## src/rtl/i2cbm_pkg.sv

```systemverilog
package i2cbm_pkg;

	localparam logic [2:0] ACT_NOP   = 3'd0;
	localparam logic [2:0] ACT_START = 3'd1;
	localparam logic [2:0] ACT_STOP  = 3'd2;
	localparam logic [2:0] ACT_WRITE = 3'd3;
	localparam logic [2:0] ACT_READ  = 3'd4;
	localparam logic [2:0] ACT_CLEAR = 3'd5;

	localparam logic [1:0] CFG_HALF    = 2'd0;
	localparam logic [1:0] CFG_QUARTER = 2'd1;
	localparam logic [1:0] CFG_STRETCH = 2'd2;
	localparam logic [1:0] CFG_CLEAR   = 2'd3;

	localparam logic [7:0]  HALF_RST    = 8'd4;
	localparam logic [7:0]  QUARTER_RST = 8'd4;
	localparam logic [7:0]  STRETCH_RST = 8'd255;
	localparam logic [15:0] CLEAR_RST   = 16'd10;

	localparam logic [3:0] CLEAR_PULSES = 4'd9;

	typedef struct packed {
		logic [2:0] action;
		logic [7:0] tx_byte;
		logic       send_ack;
		logic       scl_in;
		logic       sda_in;
	} cmd_item_t;

	typedef struct packed {
		logic       scl_drive_low;
		logic       sda_drive_low;
		logic       busy_res;
		logic       done_res;
		logic [7:0] rx_byte;
		logic       slave_acked;
	} rsp_item_t;

	typedef struct packed {
		logic [7:0]  half_period_ticks;
		logic [7:0]  quarter_period_ticks;
		logic [7:0]  stretch_limit;
		logic [15:0] clear_step_ticks;
	} cfg_regs_t;

endpackage

```

## src/rtl/i2cbm_if.sv

```systemverilog
interface i2cbm_cmd_if;
	import i2cbm_pkg::*;
	logic      valid;
	logic      ready;
	cmd_item_t data;
	modport source (output valid, output data, input ready);
	modport sink (input valid, input data, output ready);
endinterface

interface i2cbm_rsp_if;
	import i2cbm_pkg::*;
	logic      valid;
	logic      ready;
	rsp_item_t data;
	modport source (output valid, output data, input ready);
	modport sink (input valid, input data, output ready);
endinterface

interface i2cbm_cfg_if;
	logic        valid;
	logic        ready;
	logic [1:0]  index;
	logic [15:0] data;
	modport source (output valid, output index, output data, input ready);
	modport sink (input valid, input index, input data, output ready);
endinterface

```

## src/rtl/i2cbm_cfg.sv

```systemverilog
module i2cbm_cfg
	import i2cbm_pkg::*;
(
	input  logic        clk,
	input  logic        arst_n,
	input  logic        wr_en,
	input  logic [1:0]  wr_index,
	input  logic [15:0] wr_data,
	output cfg_regs_t   regs
);

	cfg_regs_t regs_q;

	always_ff @(posedge clk or negedge arst_n) begin
		if (!arst_n) begin
			regs_q.half_period_ticks    <= HALF_RST;
			regs_q.quarter_period_ticks <= QUARTER_RST;
			regs_q.stretch_limit        <= STRETCH_RST;
			regs_q.clear_step_ticks     <= CLEAR_RST;
		end else if (wr_en) begin
			unique case (wr_index)
				CFG_HALF:    regs_q.half_period_ticks    <= wr_data[7:0];
				CFG_QUARTER: regs_q.quarter_period_ticks <= wr_data[7:0];
				CFG_STRETCH: regs_q.stretch_limit        <= wr_data[7:0];
				CFG_CLEAR:   regs_q.clear_step_ticks     <= wr_data;
				default: ;
			endcase
		end
	end

	assign regs = regs_q;

endmodule

```

## src/rtl/i2cbm_step.sv

```systemverilog
module i2cbm_step
	import i2cbm_pkg::*;
(
	input  logic      clk,
	input  logic      arst_n,
	input  logic      en,
	input  cmd_item_t item,
	input  cfg_regs_t regs,
	output rsp_item_t result
);

	typedef enum logic [4:0] {
		PH_IDLE, ST_STR, ST_H1, ST_H2, SP_H1, SP_STR, SP_H2, SP_H3,
		B_LOW, B_STR, B_Q, A_LOW, A_STR, A_TAIL,
		C_SDA, C_SCL, C_PLOW, C_PSTR, C_PHIGH, C_SDA1, C_STR2, C_H2,
		C_SDA2, C_SCL2, C_STR3, C_H3, C_END
	} phase_t;

	phase_t      phase_q, n_phase, go_ph;
	logic [3:0]  bit_q, n_bit;
	logic [7:0]  shift_q, n_shift;
	logic [15:0] wait_q, n_wait;
	logic [7:0]  str_q, n_str;
	logic        ack_q, n_ack;
	logic [7:0]  rx_q, n_rx;
	logic        scl_low_q, n_scl_low;
	logic        sda_low_q, n_sda_low;
	logic        reading_q, n_reading;
	logic        ack_hold_q, n_ack_hold;
	logic        done_q, n_done;
	logic        go_en, is_str, dly_done, str_done;
	logic [7:0]  str_inc;

	assign dly_done = (wait_q <= 16'd1);
	assign str_inc  = str_q + 8'd1;
	assign str_done = item.scl_in || (str_inc >= regs.stretch_limit);
	assign is_str   = (phase_q == ST_STR) || (phase_q == SP_STR) || (phase_q == B_STR) ||
	                  (phase_q == A_STR) || (phase_q == C_PSTR) || (phase_q == C_STR2) ||
	                  (phase_q == C_STR3);

	always_comb begin
		n_phase    = phase_q;
		n_bit      = bit_q;
		n_shift    = shift_q;
		n_wait     = wait_q;
		n_str      = str_q;
		n_ack      = ack_q;
		n_rx       = rx_q;
		n_scl_low  = scl_low_q;
		n_sda_low  = sda_low_q;
		n_reading  = reading_q;
		n_ack_hold = ack_hold_q;
		n_done     = 1'b0;
		go_en      = 1'b0;
		go_ph      = PH_IDLE;

		if (phase_q == PH_IDLE) begin
			case (item.action)
				ACT_START: begin
					go_en = 1'b1; go_ph = ST_STR;
				end
				ACT_STOP: begin
					go_en = 1'b1; go_ph = SP_H1;
				end
				ACT_WRITE: begin
					n_reading = 1'b0;
					n_shift   = item.tx_byte;
					n_bit     = 4'd7;
					go_en     = 1'b1; go_ph = B_LOW;
				end
				ACT_READ: begin
					n_reading  = 1'b1;
					n_ack_hold = item.send_ack;
					n_shift    = 8'd0;
					n_bit      = 4'd7;
					go_en      = 1'b1; go_ph = B_LOW;
				end
				ACT_CLEAR: begin
					n_bit = 4'd0;
					go_en = 1'b1; go_ph = C_SDA;
				end
				default: ;
			endcase
		end else begin
			if (is_str) begin
				if (!item.scl_in) n_str = str_inc;
			end else if (!dly_done) begin
				n_wait = wait_q - 16'd1;
			end

			unique case (phase_q)
				ST_STR:  if (str_done) begin go_en = 1'b1; go_ph = ST_H1; end
				ST_H1:   if (dly_done) begin go_en = 1'b1; go_ph = ST_H2; end
				SP_H1:   if (dly_done) begin go_en = 1'b1; go_ph = SP_STR; end
				SP_STR:  if (str_done) begin go_en = 1'b1; go_ph = SP_H2; end
				SP_H2:   if (dly_done) begin go_en = 1'b1; go_ph = SP_H3; end
				B_LOW:   if (dly_done) begin go_en = 1'b1; go_ph = B_STR; end
				B_STR: begin
					if (str_done) begin
						if (reading_q && item.sda_in) n_shift[bit_q[2:0]] = 1'b1;
						go_en = 1'b1; go_ph = B_Q;
					end
				end
				B_Q: begin
					if (dly_done) begin
						go_en = 1'b1;
						if (bit_q[2:0] == 3'd0) begin
							go_ph = A_LOW;
						end else begin
							n_bit = {1'b0, bit_q[2:0] - 3'd1};
							go_ph = B_LOW;
						end
					end
				end
				A_LOW:   if (dly_done) begin go_en = 1'b1; go_ph = A_STR; end
				A_STR: begin
					if (str_done) begin
						if (!reading_q) n_ack = !item.sda_in;
						go_en = 1'b1; go_ph = A_TAIL;
					end
				end
				A_TAIL: begin
					if (dly_done) begin
						if (reading_q) n_rx = shift_q;
						n_done = 1'b1;
					end
				end
				C_SDA:   if (dly_done) begin go_en = 1'b1; go_ph = C_SCL; end
				C_SCL:   if (dly_done) begin go_en = 1'b1; go_ph = C_PLOW; end
				C_PLOW:  if (dly_done) begin go_en = 1'b1; go_ph = C_PSTR; end
				C_PSTR:  if (str_done) begin go_en = 1'b1; go_ph = C_PHIGH; end
				C_PHIGH: begin
					if (dly_done) begin
						n_bit = bit_q + 4'd1;
						go_en = 1'b1;
						go_ph = (n_bit >= CLEAR_PULSES) ? C_SDA1 : C_PLOW;
					end
				end
				C_SDA1:  if (dly_done) begin go_en = 1'b1; go_ph = C_STR2; end
				C_STR2:  if (str_done) begin go_en = 1'b1; go_ph = C_H2; end
				C_H2:    if (dly_done) begin go_en = 1'b1; go_ph = C_SDA2; end
				C_SDA2:  if (dly_done) begin go_en = 1'b1; go_ph = C_SCL2; end
				C_SCL2:  if (dly_done) begin go_en = 1'b1; go_ph = C_STR3; end
				C_STR3:  if (str_done) begin go_en = 1'b1; go_ph = C_H3; end
				C_H3:    if (dly_done) begin go_en = 1'b1; go_ph = C_END; end
				ST_H2, SP_H3, C_END: if (dly_done) n_done = 1'b1;
				default: n_done = 1'b1;
			endcase
		end

		// phase entry actions
		if (go_en) begin
			n_phase = go_ph;
			n_str   = 8'd0;
			n_wait  = regs.clear_step_ticks;
			case (go_ph)
				ST_STR, SP_STR, B_STR, A_STR, C_PSTR, C_STR2, C_STR3: begin
					n_scl_low = 1'b0;
					n_wait    = 16'd0;
				end
				ST_H1, SP_H2: n_wait = {8'd0, regs.half_period_ticks};
				ST_H2: begin
					n_sda_low = 1'b1;
					n_wait    = {8'd0, regs.half_period_ticks};
				end
				SP_H1: begin
					n_scl_low = 1'b1;
					n_sda_low = 1'b1;
					n_wait    = {8'd0, regs.half_period_ticks};
				end
				SP_H3: begin
					n_sda_low = 1'b0;
					n_wait    = {8'd0, regs.half_period_ticks};
				end
				B_LOW: begin
					n_scl_low = 1'b1;
					n_sda_low = !n_reading && !n_shift[n_bit[2:0]];
					n_wait    = {8'd0, regs.half_period_ticks};
				end
				B_Q: n_wait = {8'd0, regs.quarter_period_ticks};
				A_LOW: begin
					n_scl_low = 1'b1;
					n_sda_low = n_reading && n_ack_hold;
					n_wait    = {8'd0, regs.half_period_ticks};
				end
				A_TAIL: n_wait = n_reading ? {8'd0, regs.half_period_ticks}
				                           : {8'd0, regs.quarter_period_ticks};
				C_SDA, C_SDA2: n_sda_low = 1'b1;
				C_SCL, C_PLOW, C_SCL2: n_scl_low = 1'b1;
				C_SDA1, C_END: n_sda_low = 1'b0;
				default: ;
			endcase
		end

		if (n_done) begin
			n_phase = PH_IDLE;
			n_wait  = 16'd0;
			n_str   = 8'd0;
		end
	end

	always_ff @(posedge clk or negedge arst_n) begin
		if (!arst_n) begin
			phase_q    <= PH_IDLE;
			bit_q      <= 4'd0;
			shift_q    <= 8'd0;
			wait_q     <= 16'd0;
			str_q      <= 8'd0;
			ack_q      <= 1'b0;
			rx_q       <= 8'd0;
			scl_low_q  <= 1'b0;
			sda_low_q  <= 1'b0;
			reading_q  <= 1'b0;
			ack_hold_q <= 1'b0;
			done_q     <= 1'b0;
		end else if (en) begin
			phase_q    <= n_phase;
			bit_q      <= n_bit;
			shift_q    <= n_shift;
			wait_q     <= n_wait;
			str_q      <= n_str;
			ack_q      <= n_ack;
			rx_q       <= n_rx;
			scl_low_q  <= n_scl_low;
			sda_low_q  <= n_sda_low;
			reading_q  <= n_reading;
			ack_hold_q <= n_ack_hold;
			done_q     <= n_done;
		end
	end

	assign result.scl_drive_low = scl_low_q;
	assign result.sda_drive_low = sda_low_q;
	assign result.busy_res      = (phase_q != PH_IDLE);
	assign result.done_res      = done_q;
	assign result.rx_byte       = rx_q;
	assign result.slave_acked   = ack_q;

endmodule

```

## src/rtl/i2c_byte_master.sv

```systemverilog
// Byte-level I2C master, one request per timebase tick while rsp does not stall.
// Flow: an accepted request is held in the input register, then stepped into
// the state registers (waiting while rsp stalls); its result is valid after it.
// Throughput: one request per cycle while rsp does not stall; the single state update step sets it.
// Reset: arst_n clears the state to idle with both lines released and loads
// the register defaults (half 4, quarter 4, stretch limit 255, clear step 10).
module i2c_byte_master
	import i2cbm_pkg::*;
(
	input  logic      clk,
	input  logic      arst_n,
	i2cbm_cmd_if.sink   cmd,
	i2cbm_rsp_if.source rsp,
	i2cbm_cfg_if.sink   cfg
);

	cmd_item_t item_s1;
	logic      valid_s1;
	logic      out_valid_q;
	logic      advance;
	cfg_regs_t regs;

	assign advance   = valid_s1 && (!out_valid_q || rsp.ready);
	assign cmd.ready = !valid_s1 || advance;
	assign cfg.ready = 1'b1;

	always_ff @(posedge clk) begin
		if (cmd.valid && cmd.ready) item_s1 <= cmd.data;
	end

	always_ff @(posedge clk or negedge arst_n) begin
		if (!arst_n) begin
			valid_s1    <= 1'b0;
			out_valid_q <= 1'b0;
		end else begin
			if (cmd.valid && cmd.ready) valid_s1 <= 1'b1;
			else if (advance) valid_s1 <= 1'b0;
			if (advance) out_valid_q <= 1'b1;
			else if (rsp.ready) out_valid_q <= 1'b0;
		end
	end

	i2cbm_cfg u_cfg (
		.clk      (clk),
		.arst_n   (arst_n),
		.wr_en    (cfg.valid),
		.wr_index (cfg.index),
		.wr_data  (cfg.data),
		.regs     (regs)
	);

	i2cbm_step u_step (
		.clk    (clk),
		.arst_n (arst_n),
		.en     (advance),
		.item   (item_s1),
		.regs   (regs),
		.result (rsp.data)
	);

	assign rsp.valid = out_valid_q;

endmodule
```

## src/flat_wrapper.sv

```systemverilog
// flat-port wrapper written by rule: the top's interface ports become plain ports
module i2c_byte_master_flat import i2cbm_pkg::*;
  (clk, arst_n, cmd_valid, cmd_data, cmd_ready, rsp_valid, rsp_data, rsp_ready, cfg_valid, cfg_index, cfg_data, cfg_ready);
  i2cbm_cmd_if cmd_i ();
  i2cbm_rsp_if rsp_i ();
  i2cbm_cfg_if cfg_i ();
  input  logic clk;
  input  logic arst_n;
  input wire logic [$bits(cmd_i.valid)-1:0] cmd_valid;
  input wire logic [$bits(cmd_i.data)-1:0] cmd_data;
  output wire logic [$bits(cmd_i.ready)-1:0] cmd_ready;
  output wire logic [$bits(rsp_i.valid)-1:0] rsp_valid;
  output wire logic [$bits(rsp_i.data)-1:0] rsp_data;
  input wire logic [$bits(rsp_i.ready)-1:0] rsp_ready;
  input wire logic [$bits(cfg_i.valid)-1:0] cfg_valid;
  input wire logic [$bits(cfg_i.index)-1:0] cfg_index;
  input wire logic [$bits(cfg_i.data)-1:0] cfg_data;
  output wire logic [$bits(cfg_i.ready)-1:0] cfg_ready;
  assign cmd_i.valid = cmd_valid;
  assign cmd_i.data = cmd_data;
  assign cmd_ready = cmd_i.ready;
  assign rsp_valid = rsp_i.valid;
  assign rsp_data = rsp_i.data;
  assign rsp_i.ready = rsp_ready;
  assign cfg_i.valid = cfg_valid;
  assign cfg_i.index = cfg_index;
  assign cfg_i.data = cfg_data;
  assign cfg_ready = cfg_i.ready;
  i2c_byte_master u_core (.clk(clk), .arst_n(arst_n), .cmd(cmd_i), .rsp(rsp_i), .cfg(cfg_i));
endmodule
```

## config.mk

```make
export PLATFORM = sky130hd
export DESIGN_NAME = i2c_byte_master_flat
export DESIGN_NICKNAME = d
export VERILOG_FILES = /design/src/rtl/i2cbm_pkg.sv /design/src/rtl/i2cbm_if.sv /design/src/rtl/i2cbm_cfg.sv /design/src/rtl/i2cbm_step.sv /design/src/rtl/i2c_byte_master.sv /design/src/flat_wrapper.sv
export SDC_FILE = /design/constraint.sdc
export NUM_CORES = 1
export LEC_CHECK = 0
export ABC_CLOCK_PERIOD_IN_PS = 5500
export BUFFER_PORTS_ARGS = -buffer_cell sky130_fd_sc_hd__buf_2
export CORE_MARGIN = 2
export CORE_UTILIZATION = 40
export DETAILED_ROUTE_END_ITERATION = 10
export PLACE_DENSITY = 0.63
export SYNTH_ARGS = -nofsm -noshare
export SYNTH_HDL_FRONTEND = slang
export SYNTH_SLANG_ARGS = --single-unit
```

## constraint.sdc

```tcl
create_clock -name clk -period 5.5 [get_ports clk]
set_input_delay 0.55 -clock clk [delete_from_list [all_inputs] [get_ports clk]]
set_output_delay 0.55 -clock clk [all_outputs]
set_load 0.05 [all_outputs]
```

**Word-level counts from Yosys, hierarchy flattened**

Index checks and enable logic that the tools add are counted.

- Register bits after elaboration: 111
- Latch bits: 0
- Bits in writable memories: 0
- ROM bits: 0
- Bits of input ports: 37
- Output and inout port bits: 16
- Logic and storage cells: 229
- Memories: 0

- Add/sub/neg operators: 4
- Multiply operators: 0
- Div/mod/pow operators: 0
- Magnitude comparators: 6
- Equal/unequal tests: 65
- Shifts and indexed selects: 0
- Muxes and demuxes: 73
- Bitwise logic cells: 3
- Reductions and logical operators: 54

Operator list:

| operator | count |
|---|---|
| 5-bit one-hot mux with 22 select lines | 1 |
| 5-bit equality test, second input constant | 19 |
| 5-bit by 4-bit equality test with 1-bit output, second input constant | 16 |
| 16-bit 2-to-1 mux | 5 |
| 8-bit 2-to-1 mux | 10 |
| 5-bit 2-to-1 mux | 14 |
| 16-bit one-hot mux with 4 select lines | 1 |
| 5-bit by 3-bit equality test with 1-bit output, second input constant | 8 |
| 4-bit 2-to-1 mux | 10 |
| 22-bit OR reduction | 1 |
| 3-bit inequality test, second input constant | 7 |
| 7-bit OR reduction | 3 |
| 5-bit by 2-bit equality test with 1-bit output, second input constant | 4 |
| 16-bit by 1-bit less-or-equal comparator with 1-bit output, second input constant | 1 |
| 4-bit one-hot mux with 2 select lines | 2 |
| 4-bit one-hot mux with 4 select lines | 1 |
| 8-bit one-hot mux with 2 select lines | 1 |
| 16-bit by 1-bit subtractor with 16-bit output, second input constant | 1 |
| 15-bit OR reduction | 1 |
| 1-bit 2-to-1 mux | 14 |
| 5-bit by 1-bit equality test with 1-bit output, second input constant | 2 |
| 2-bit AND reduction | 5 |
| 5-bit AND reduction | 2 |
| 1-bit logical OR | 9 |
| 38 further kinds | 67 |

**Logic depth before layout (Yosys ltp)**

Gate-level depths: netlist of run 1.

- Word-level depth: 14
- Gate-level depth with buffers: 18
- Gate-level depth less buffers: 16

**Modules after synthesis**

From an unflattened synthesis of run 1, not the netlist that was laid out.

- Cells, all modules: 693
- Area, all modules: 6811.5 um2

Modules (own cells, without submodules):

| module | times used | cells an instance | area each (um2) | sequential area each (um2) |
|---|---|---|---|---|
| i2cbm_step | 1 | 584 | 4747.1 | 1376.3 |
| i2cbm_cfg | 1 | 85 | 1529.0 | 1016.0 |
| i2c_byte_master | 1 | 24 | 535.5 | 470.5 |

**Least setup slack after synthesis of run 1**

No wires, ideal clock.

- Path kind: register to register
- Start point: reg u_core.u_step.str_q[0]
- End point: reg u_core.u_step.wait_q[2]
- Library setup time: 0.121 ns
- Arrival time: 3.788 ns
- Data required time: 5.379 ns
- Path slack: 1.591 ns
- Stages on the path, launching flop included: 18
- Buffers on the path: 1
- Clock period less this slack: 3.909 ns
- Path through: dfrtp_1 > and3_1 > nand3_1 > nor2_1 > xor2_1 > ha_1 > a211oi_1 > nand3_1 > nand2_1 > a21oi_1 > or4_1 > buf_4 > or3_1 > a211oi_2 > nor2_2 > a21o_1 > a32o_1 > o22a_1

- Word-level cells in the longest chain between the ends: 11
- Elaborated cells on any way between the ends: 40
- Classes of those cells: 1 x add/sub; 1 x order compare; 19 x eq/ne; 15 x mux; 4 x reduce/logical

RTL lines:

| element | line | text |
|---|---|---|
| start, declared | i2cbm_step.sv:23 | `logic [7:0] str_q, n_str;` |
| start signal, assigned | i2cbm_step.sv:221 | `str_q <= n_str;` |
| 8-bit by 1-bit adder with 8-bit output (*) | i2cbm_step.sv:35 | `assign str_inc = str_q + 8'd1;` |
| 8-bit greater-or-equal comparator (*) | i2cbm_step.sv:36 | `assign str_done = item.scl_in \|\| (str_inc >= regs.stretch_limit);` |
| 1-bit logical OR (*) | i2cbm_step.sv:36 |  |
| 5-bit 2-to-1 mux, or another cell as far along | i2cbm_step.sv:144 | `C_STR3: if (str_done) begin go_en = 1'b1; go_ph = C_H3; end` |
| 5-bit one-hot mux with 22 select lines | i2cbm_step.sv:91 | `unique case (phase_q)` |
| 5-bit 2-to-1 mux | i2cbm_step.sv:57 | `if (phase_q == PH_IDLE) begin` |
| 5-bit by 4-bit equality test with 1-bit output, or another cell as far along | i2cbm_step.sv:156 | `case (go_ph)` |
| 7-bit OR reduction, on equally long branches | - |  |
| 16-bit one-hot mux with 4 select lines | i2cbm_step.sv:156 |  |
| 16-bit 2-to-1 mux | i2cbm_step.sv:152 | `if (go_en) begin` |
| 16-bit 2-to-1 mux | i2cbm_step.sv:195 | `if (n_done) begin` |
| end signal, assigned | i2cbm_step.sv:220 | `wait_q <= n_wait;` |
| end, declared | i2cbm_step.sv:22 | `logic [15:0] wait_q, n_wait;` |

Every way passes the cells marked *; elsewhere a longest branch is shown, timed or not.
A chain may end at the register's enable or synchronous reset.

**Final worst setup path of run 1**

- Start point: reg u_core.u_step.str_q[0]
- End point: reg u_core.u_step.wait_q[3]

The elaborated chain is that of the path after synthesis.

==> reports/qor.csv, run 1 <==
metric;value;unit
Worst-Margin Slew;1100;ps
pwr dens;533;nW/um^2
worst r2r dst;u_core.u_step.wait_q[3];
Post-CTS Hold Fix Bufs;0;
Worst-Skew Late Latency;360;ps
routed len/inst;18.0;um
setup TNS;0;ps
Die Area;18000;um^2
DRC Markers;0;
CP arrival;4950;ps
vias per cell;5.93;
H-tree depth;3;
leakage power;3.10;nW
VDD IR-drop max;0.000282;V
Port Buf Inserts;51;
ratio of cells with drive above 1 in the final layout;22.1;%
number of global-route vias before repair;5555;
post-route ant nets;0;
CTS tree;built;
final-layout fill cell count;1613;
via count;5657;
Synth area leader;dfrtp_1;
Post-Synthesis Cells;700;
Clock Skews;11.3;ps
DRT iter0 DRCs;341;
core area;16600;um^2
Syn Nets;751;
Die Span X;134;um
TritonCTS Buffers;9;
Slew Viols, Final;0;
asr flop ratio synth;87.4;%
Clock Tree Root;clkbuf_16;
DP Wirelength;12600;um
top_reg_cell synth;dfrtp_1;
clock transition at the registers of the reported paths;70;ps
syn_area_per_cell;9.70;um^2
Inserted Diodes;0;
CP Capture Type;flip-flop;
period utilization;85.3;%
die height;134;um
initial antenna violation count;0;
GP Congestion;0.902;
Area Overhead vs Synth;9.86;%
Starting Density;40.9;%
register-to-register setup slack;810;ps
cell row count;47;
RSZ-0062 raised after global routing;false;
Ys Warns;0;
largest net degree at the start of global routing;74;
clk sinks;111;
#FFs+latches synth;111;
crit path launch type;flip-flop;
Synth top area share;31.3;%
Finished Core Util;45.0;%
Min-Delay Path Class;primary input to asynchronous set/reset pin;
gr ovfl total;0;
Post-CTS Repair Setup Buffers;0;
IO Pins;53;
Final Hold Slack;93.9;ps
status;finished clean;
min Tclk post-route;4690;ps
gr usage total;19.6;%
post-cts resize count;0;
Crit Path Max Fanout;11;
R2R cell count;16;
DR pass1 iterations;5;
CTS max path bufs;2;
nets;780;
MaxCap Viol Count;0;
EDFF count, synth;14;
Max transition margin;26.5;%
maximum clock rate;0.213;GHz
synth top area cells;dfrtp_1 31%, mux2_2 8.3%, edfxtp_1 6.2%;
total power;0.00398;W
kind of critical path;flip-flop to flip-flop;
WL final;17100;um
Mapped Area;6790;um^2
crit path from;u_core.u_step.str_q[0];
Critical Path RT;5760;ps
final setup violation count;0;
first-pass GRT wire length;28300;um
RR Startpoint;u_core.u_step.str_q[0];
Synth cell types;86;
sequential fraction of the synthesis area;42.2;%
final hold vios;0;
layer usage:
metal	wire length, um	global-route usage, %	vias to the layer above
li1	-	-	2676
met1	7470	25.4	2784
met2	8660	34.0	175
met3	721	2.61	22
met4	295	6.61	0
met5	0	0	-
cells in the final DEF (no fill, tap or decap), types with 15 or more instances in the layout:
cell / synthesis / final
a21oi_1: 20 / 20
buf_2: 8 / 50
dfrtp_1: 85 / 85
mux2_2: 50 / 50
mux2i_1: 16 / 16
nand2_1: 84 / 84
nand3_1: 25 / 25
nor2_1: 31 / 31
nor3_1: 24 / 24
o21ai_0: 44 / 44
o22ai_1: 15 / 15
critical path: stages, from the launching register on:
cell and delay (ps):
dfrtp_1 440, and3_1 180, nand3_1 120, nor2_1 160, xor2_1 210, ha_1 300
a211oi_1 300, nand3_1 150, nand2_1 140, a21oi_1 80, or4_1 730, or3_1 480
nand3_1 120, nand2_2 70, nor4bb_4 650, a222oi_1 260, o221ai_1 220
cell families (layout without fill, tap and decap cells):
logic type,Yosys count,after routing,share of synthesized area (%)
AND/OR/NAND/NOR,247,247,19.0
AO/OA/AOI/OAI,188,188,19.5
flip-flops,111,111,42.2
multiplexers,66,66,10.7
buffers and inverters,57,91,3.93
adder cells (fa/ha/maj),16,16,2.88
XOR/XNOR,14,14,1.81
other,1,1,0.0552
flip-flops by register name, indices dropped and copies added, names as in the netlist:
| signal | count |
|---|---|
| u_core.u_cfg.regs | 40 |
| u_core.u_step.phase_q | 5 |
| u_core.u_step.ack_q | 1 |
| u_core.u_step.scl_low_q | 1 |
| u_core.u_step.wait_q | 16 |
| u_core.u_step.rx_q | 8 |
| u_core.item_s1 | 14 |
| u_core.u_step.bit_q | 4 |
| u_core.u_step.str_q | 8 |
| u_core.u_step.ack_hold_q | 1 |
| u_core.u_step.shift_q | 8 |
| u_core.u_step.sda_low_q | 1 |
| u_core.valid_s1 | 1 |
| u_core.u_step.done_q | 1 |
| u_core.rsp.valid | 1 |
| u_core.u_step.reading_q | 1 |
synthesized netlist by cell type (all sizes together), types with 12 or more instances:
master / count
dfrtp: 85
nand2: 85
o21ai: 56
mux2: 50
nor2: 32
nand3: 26
nor3: 24
a21oi: 21
clkbuf: 21
buf: 20
inv: 16
mux2i: 16
o22ai: 16
edfxtp: 14
ha: 14
nor2b: 13
a21o: 12
dfstp: 12
power by group:
part / internal (W) / switching [W] / total (W) / leakage (nW)
registers: 0.00103 / 0.000282 / 0.00131 / 1.33
logic: 0.000790 / 0.00125 / 0.00204 / 1.62
clock network: 0.000316 / 0.000312 / 0.000628 / 0.141
total: 0.00214 / 0.00184 / 0.00398 / 3.10
area by class of cell:
type                    count  area [um^2]  area share [%]
well taps                 220          275            3.69
multi-input cells         532         3660            49.1
inverters                  16         60.1           0.805
clock buffers              10          229            3.07
flip-flops and latches    111         2860            38.4
clock inverters             6         53.8           0.721
repair buffers             59          318            4.26
worst max-delay path by stage:
stage / slack, ps / end / cells after the start
2_1_floorplan: 1590 / u_core.u_step.wait_q[2] / 17
3_3_place_gp: 970 / u_core.u_step.wait_q[2] / 14
3_5_place_dp: 870 / u_core.u_step.wait_q[3] / 16
4_1_cts: 850 / u_core.u_step.wait_q[3] / 16
5_1_grt: 340 / u_core.u_step.wait_q[2] / 14
6_report: 810 / u_core.u_step.wait_q[3] / 16
per-stage QoR:
step / std cells / setup slack [ps] / area [um^2]
after detailed placement: 938 / 872 / 7180
after global placement: 938 / 971 / 7180
after floorplan: 700 / 1590 / 6790
final: 954 / 810 / 7460
after CTS: 954 / 851 / 7460
after global routing: 954 / 345 / 7460
Note: power is estimated with default switching activity, not from simulation.
==> run 2: changes to the inputs <==
--- a/config.mk
+++ b/config.mk
@@ -7,10 +7,13 @@
 export LEC_CHECK = 0
 export ABC_CLOCK_PERIOD_IN_PS = 5500
 export BUFFER_PORTS_ARGS = -buffer_cell sky130_fd_sc_hd__buf_2
+export CAP_MARGIN = 15
 export CORE_MARGIN = 2
 export CORE_UTILIZATION = 40
+export CTS_CLUSTER_SIZE = 12
 export DETAILED_ROUTE_END_ITERATION = 10
 export PLACE_DENSITY = 0.63
+export REMOVE_ABC_BUFFERS = 1
 export SYNTH_ARGS = -nofsm -noshare
 export SYNTH_HDL_FRONTEND = slang
 export SYNTH_SLANG_ARGS = --single-unit
==> run 2 against run 1 <==
Effect of this change:
- die area is the same
- utilization is essentially flat
- via count shrank 0.76%
- critical path type unchanged
- largest power group unchanged
==> reports/qor.csv, run 2 (synthesis results as in run 1) <==
metric;value;unit
Slew Viols, Final;0;
Finished Core Util;45.0;%
slack of the critical path;813;ps
Clock Skews;11.5;ps
period utilization;85.2;%
Psw;0.00186;W
Post-CTS Hold Fix Bufs;0;
H-tree depth;3;
Worst-Skew Late Latency;360;ps
CP Capture Type;flip-flop;
CP arrival;4940;ps
Final Hold Slack;210;ps
Worst-Margin Slew;1050;ps
Die Area;18000;um^2
CTS tree;built;
die height;134;um
Critical Path RT;5750;ps
min Tclk post-route;4690;ps
GP Congestion;0.916;
vias per cell;5.89;
gr usage total;20.4;%
ratio of cells with drive above 1 in the final layout;22.0;%
Port Buf Inserts;51;
maximum clock rate;0.213;GHz
Die Span X;134;um
largest net degree at the start of global routing;51;
cell row count;47;
first-pass GRT wire length;29200;um
pwr dens;535;nW/um^2
leakage power;3.09;nW
setup TNS;0;ps
TritonCTS Buffers;9;
final setup violation count;0;
DP Wirelength;12800;um
Crit Path Max Fanout;15;
Inserted Diodes;0;
post-cts resize count;0;
crit path launch type;flip-flop;
R2R cell count;14;
max reg flops;40;
commonest cells after routing, fill and taps aside;85 x dfrtp_1, 84 x nand2_1, 50 x mux2_2, 50 x buf_2, 44 x o21ai_0;
core area;16600;um^2
kind of critical path;flip-flop to flip-flop;
final hold vios;0;
WL final;17600;um
status;finished clean;
register-to-register setup slack;810;ps
RSZ-0062 raised after global routing;false;
Sw Share;46.7;%
DR pass1 iterations;7;
Area Overhead vs Synth;9.80;%
MaxCap Viol Count;0;
Starting Density;40.9;%
Clock Tree Root;clkbuf_16;
initial antenna violation count;0;
nets;779;
commonest non-fill, non-tap cell in the layout;dfrtp_1;
number of global-route vias before repair;5515;
Max transition margin;29.8;%
Setup WS pre-CTS;855;ps
Seq pwr share;32.7;%
Clock power frac;16.1;%
gr ovfl total;0;
routed len/inst;18.4;um
clock transition at the registers of the reported paths;80;ps
Int Pwr;0.00213;W
power share of the combinational group;51.2;%
clk sinks;111;
Min-Delay Path Class;primary input to asynchronous set/reset pin;
IO Pins;53;
VDD IR-drop max;0.000201;V
CTS max path bufs;2;
DRC Markers;0;
via count;5614;
post-route ant nets;0;
worst r2r dst;u_core.u_step.wait_q[2];
DRT iter0 DRCs;479;
final-layout fill cell count;1598;
Post-CTS Repair Setup Buffers;0;
RR Startpoint;u_core.u_step.str_q[0];
run 2: layout make-up:
cell class	count	area, um^2	share of cell area, %
flip-flops and latches	111	2860	38.4
well taps	220	275	3.69
multi-input cells	532	3660	49.1
inverters	16	60.1	0.806
clock buffers	11	243	3.26
repair buffers	58	310	4.16
clock inverters	5	43.8	0.587
run 2: power groups by stage:
stage | clock, W | combinational (W) | sequential, W
2_1_floorplan | 0 | 0.00146 | 0.00126
3_3_place_gp | 0 | 0.00197 | 0.00130
3_5_place_dp | 0 | 0.00201 | 0.00131
4_1_cts | 0.000658 | 0.00203 | 0.00130
5_1_grt | 0.000697 | 0.00224 | 0.00134
6_report | 0.000640 | 0.00204 | 0.00131
run 2: worst max-delay path by stage:
stage,startpoint,to,slack (ps),cells past startpoint
after floorplan,u_core.u_step.str_q[0],u_core.u_step.wait_q[5],1520,16
after global placement,u_core.u_step.str_q[0],u_core.u_step.wait_q[3],960,16
after detailed placement,u_core.u_step.str_q[0],u_core.u_step.wait_q[2],850,14
after CTS,u_core.u_step.str_q[0],u_core.u_step.wait_q[2],810,14
after global routing,u_core.u_step.str_q[0],u_core.u_step.wait_q[2],260,14
final,u_core.u_step.str_q[0],u_core.u_step.wait_q[2],810,14
run 2: metrics by stage:
| step | cells | area, um^2 | power [W] |
|---|---|---|---|
| floorplan | 659 | 6580 | 0.00273 |
| global placement | 937 | 7170 | 0.00327 |
| detailed placement | 937 | 7170 | 0.00333 |
| CTS | 953 | 7450 | 0.00398 |
| global route | 953 | 7450 | 0.00428 |
| finish | 953 | 7450 | 0.00399 |
run 2: per-layer routing:
layer	share of wire [%]	routed length, um	vias up	track usage (%)
met5	0	0	-	0
li1	-	-	2672	-
met2	46	8040	197	31.7
met4	1.4	254	0	5.79
met1	47	8330	2724	29.5
met3	5.4	951	21	3.25
run 2: critical path, stage by stage (launching register included):
cell and delay [ps]:
dfrtp_1 430, and3_1 170, nand3_1 110, nor2_1 150, xor2_1 210, ha_1 300
a211oi_1 300, and3_1 230, a21oi_1 80, nor3_1 410, o211ai_1 480, o21ai_1 980
nor2_1 180, a32o_1 320, o22a_1 200
==> run 3: changes to the inputs <==
--- a/config.mk
+++ b/config.mk
@@ -8,11 +8,13 @@
 export ABC_CLOCK_PERIOD_IN_PS = 5500
 export BUFFER_PORTS_ARGS = -buffer_cell sky130_fd_sc_hd__buf_2
 export CAP_MARGIN = 15
+export CELL_PAD_IN_SITES_DETAIL_PLACEMENT = 0
+export CELL_PAD_IN_SITES_GLOBAL_PLACEMENT = 1
 export CORE_MARGIN = 2
 export CORE_UTILIZATION = 40
 export CTS_CLUSTER_SIZE = 12
 export DETAILED_ROUTE_END_ITERATION = 10
-export PLACE_DENSITY = 0.63
+export PLACE_DENSITY = 0.76
 export REMOVE_ABC_BUFFERS = 1
 export SYNTH_ARGS = -nofsm -noshare
 export SYNTH_HDL_FRONTEND = slang
==> run 3 against run 2 <==
Effect of this change:
- first-iteration DRC count fell by 23%
- non-clock buffer count is 2 higher
- clock power grew 3.7%
- final cell count grew 0.21%
- worst hold slack got worse by 48 ps
==> reports/qor.csv, run 3 (synthesis results as in run 1) <==
metric;value;unit
RR Startpoint;u_core.u_step.str_q[0];
highest cell delay on the worst timing path;1010;ps
final setup violation count;0;
die height;134;um
routed len/inst;18.7;um
Clock Tree Root;clkbuf_16;
via count;5575;
DRT iter0 DRCs;367;
CP Capture Type;flip-flop;
DR pass1 iterations;5;
status;finished clean;
DP Wirelength;13000;um
kind of critical path;flip-flop to flip-flop;
vias per cell;5.84;
CP top delay family;compound AO/OA/AOI/OAI gates;
Post-CTS Hold Fix Bufs;0;
clk sinks;111;
Clock Skews;14.1;ps
Psw;0.00189;W
maximum clock rate;0.213;GHz
Max transition margin;23.4;%
Starting Density;40.9;%
VDD IR-drop max;0.000190;V
RSZ-0062 raised after global routing;false;
ratio of cells with drive above 1 in the final layout;22.3;%
gr ovfl total;0;
number of global-route vias before repair;5402;
nets;781;
Clock power frac;16.5;%
R2R cell count;14;
Port Buf Inserts;51;
CP Buf/Inv Count;0;
TritonCTS Buffers;9;
initial antenna violation count;0;
commonest cells after routing, fill and taps aside;85 x dfrtp_1, 84 x nand2_1, 50 x mux2_2, 50 x buf_2, 44 x o21ai_0;
Slowest-stage cell, CP;o21ai_1;
Worst-Skew Late Latency;370;ps
CP arrival;4960;ps
power share of the combinational group;51.3;%
Post-CTS Repair Setup Buffers;0;
Inserted Diodes;0;
clock transition at the registers of the reported paths;90;ps
cell area after layout;7480;um^2
post-route ant nets;0;
cell chain of the critical path;and3_1 -> nand3_1 -> nor2_1 -> xor2_1 -> ha_1 -> a211oi_1 -> and3_1 -> a21oi_1 -> nor3_1 -> o211ai_1 -> o21ai_1 -> nor2_1 -> a32o_1 -> o22a_1;
CTS max path bufs;2;
Die Area;18000;um^2
Worst-Margin Slew;1140;ps
Crit Path Max Fanout;15;
cell row count;47;
WL final;17800;um
min Tclk post-route;4690;ps
crit path launch type;flip-flop;
GP Congestion;0.889;
pwr dens;538;nW/um^2
Finished Core Util;45.1;%
core area;16600;um^2
period utilization;85.3;%
Die Span X;134;um
Int Pwr;0.00214;W
Slew Viols, Final;0;
IO Pins;53;
Critical Path RT;5770;ps
final hold vios;0;
Area Overhead vs Synth;10.2;%
post-cts resize count;0;
setup TNS;0;ps
Seq pwr share;32.2;%
DRC Markers;0;
Sw Share;46.9;%
commonest non-fill, non-tap cell in the layout;dfrtp_1;
Post-DP Area;7180;um^2
MaxCap Viol Count;0;
max reg flops;40;
gr usage total;20.6;%
worst r2r dst;u_core.u_step.wait_q[2];
Min-Delay Path Class;primary input to asynchronous set/reset pin;
CTS tree;built;
H-tree depth;3;
first-pass GRT wire length;29300;um
leakage power;3.11;nW
register-to-register setup slack;810;ps
largest net degree at the start of global routing;57;
total power;0.00403;W
==> run 3: area by class of cell <==
class	instances	area (um^2)
fillers	1642	9100
multi-input cells	532	3660
flip-flops and latches	111	2860
repair buffers	60	325
well taps	220	275
clock buffers	9	225
clock inverters	7	76.3
inverters	16	60.1
==> run 3: power groups by stage <==
| stage | sequential (W) | combinational (W) | clock (W) |
|---|---|---|---|
| 2_1_floorplan | 0.00126 | 0.00146 | 0 |
| 3_3_place_gp | 0.00129 | 0.00202 | 0 |
| 3_5_place_dp | 0.00130 | 0.00205 | 0 |
| 4_1_cts | 0.00129 | 0.00206 | 0.000686 |
| 5_1_grt | 0.00133 | 0.00227 | 0.000719 |
| 6_report | 0.00130 | 0.00207 | 0.000664 |
==> run 3: worst max path at each step <==
stage,start,to,slack [ps],depth (start not counted)
2_1_floorplan,u_core.u_step.str_q[0],u_core.u_step.wait_q[5],1520,16
3_3_place_gp,u_core.u_step.str_q[0],u_core.u_step.wait_q[2],1030,14
3_5_place_dp,u_core.u_step.str_q[0],u_core.u_step.wait_q[2],880,14
4_1_cts,u_core.u_step.str_q[0],u_core.u_step.wait_q[2],860,14
5_1_grt,u_core.u_step.str_q[0],u_core.u_step.wait_q[2],420,14
6_report,u_core.u_step.str_q[0],u_core.u_step.wait_q[2],810,14
==> run 3: metal layers <==
metal | GRT usage [%] | routed length [um] | share of wire (%) | vias to the layer above
met4 | 5.61 | 219 | 1.2 | 0
li1 | - | - | - | 2675
met5 | 0 | 0 | 0 | -
met1 | 30.7 | 8830 | 50 | 2746
met2 | 30.7 | 7920 | 44 | 137
met3 | 3.70 | 850 | 4.8 | 17
==> run 3: metrics by stage <==
stage / hold WS (ps) / instances / setup slack, ps
final: 162 / 955 / 809
after global routing: 199 / 955 / 417
after CTS: 180 / 955 / 865
after detailed placement: 472 / 939 / 881
after global placement: 457 / 939 / 1030
after floorplan: 254 / 659 / 1520
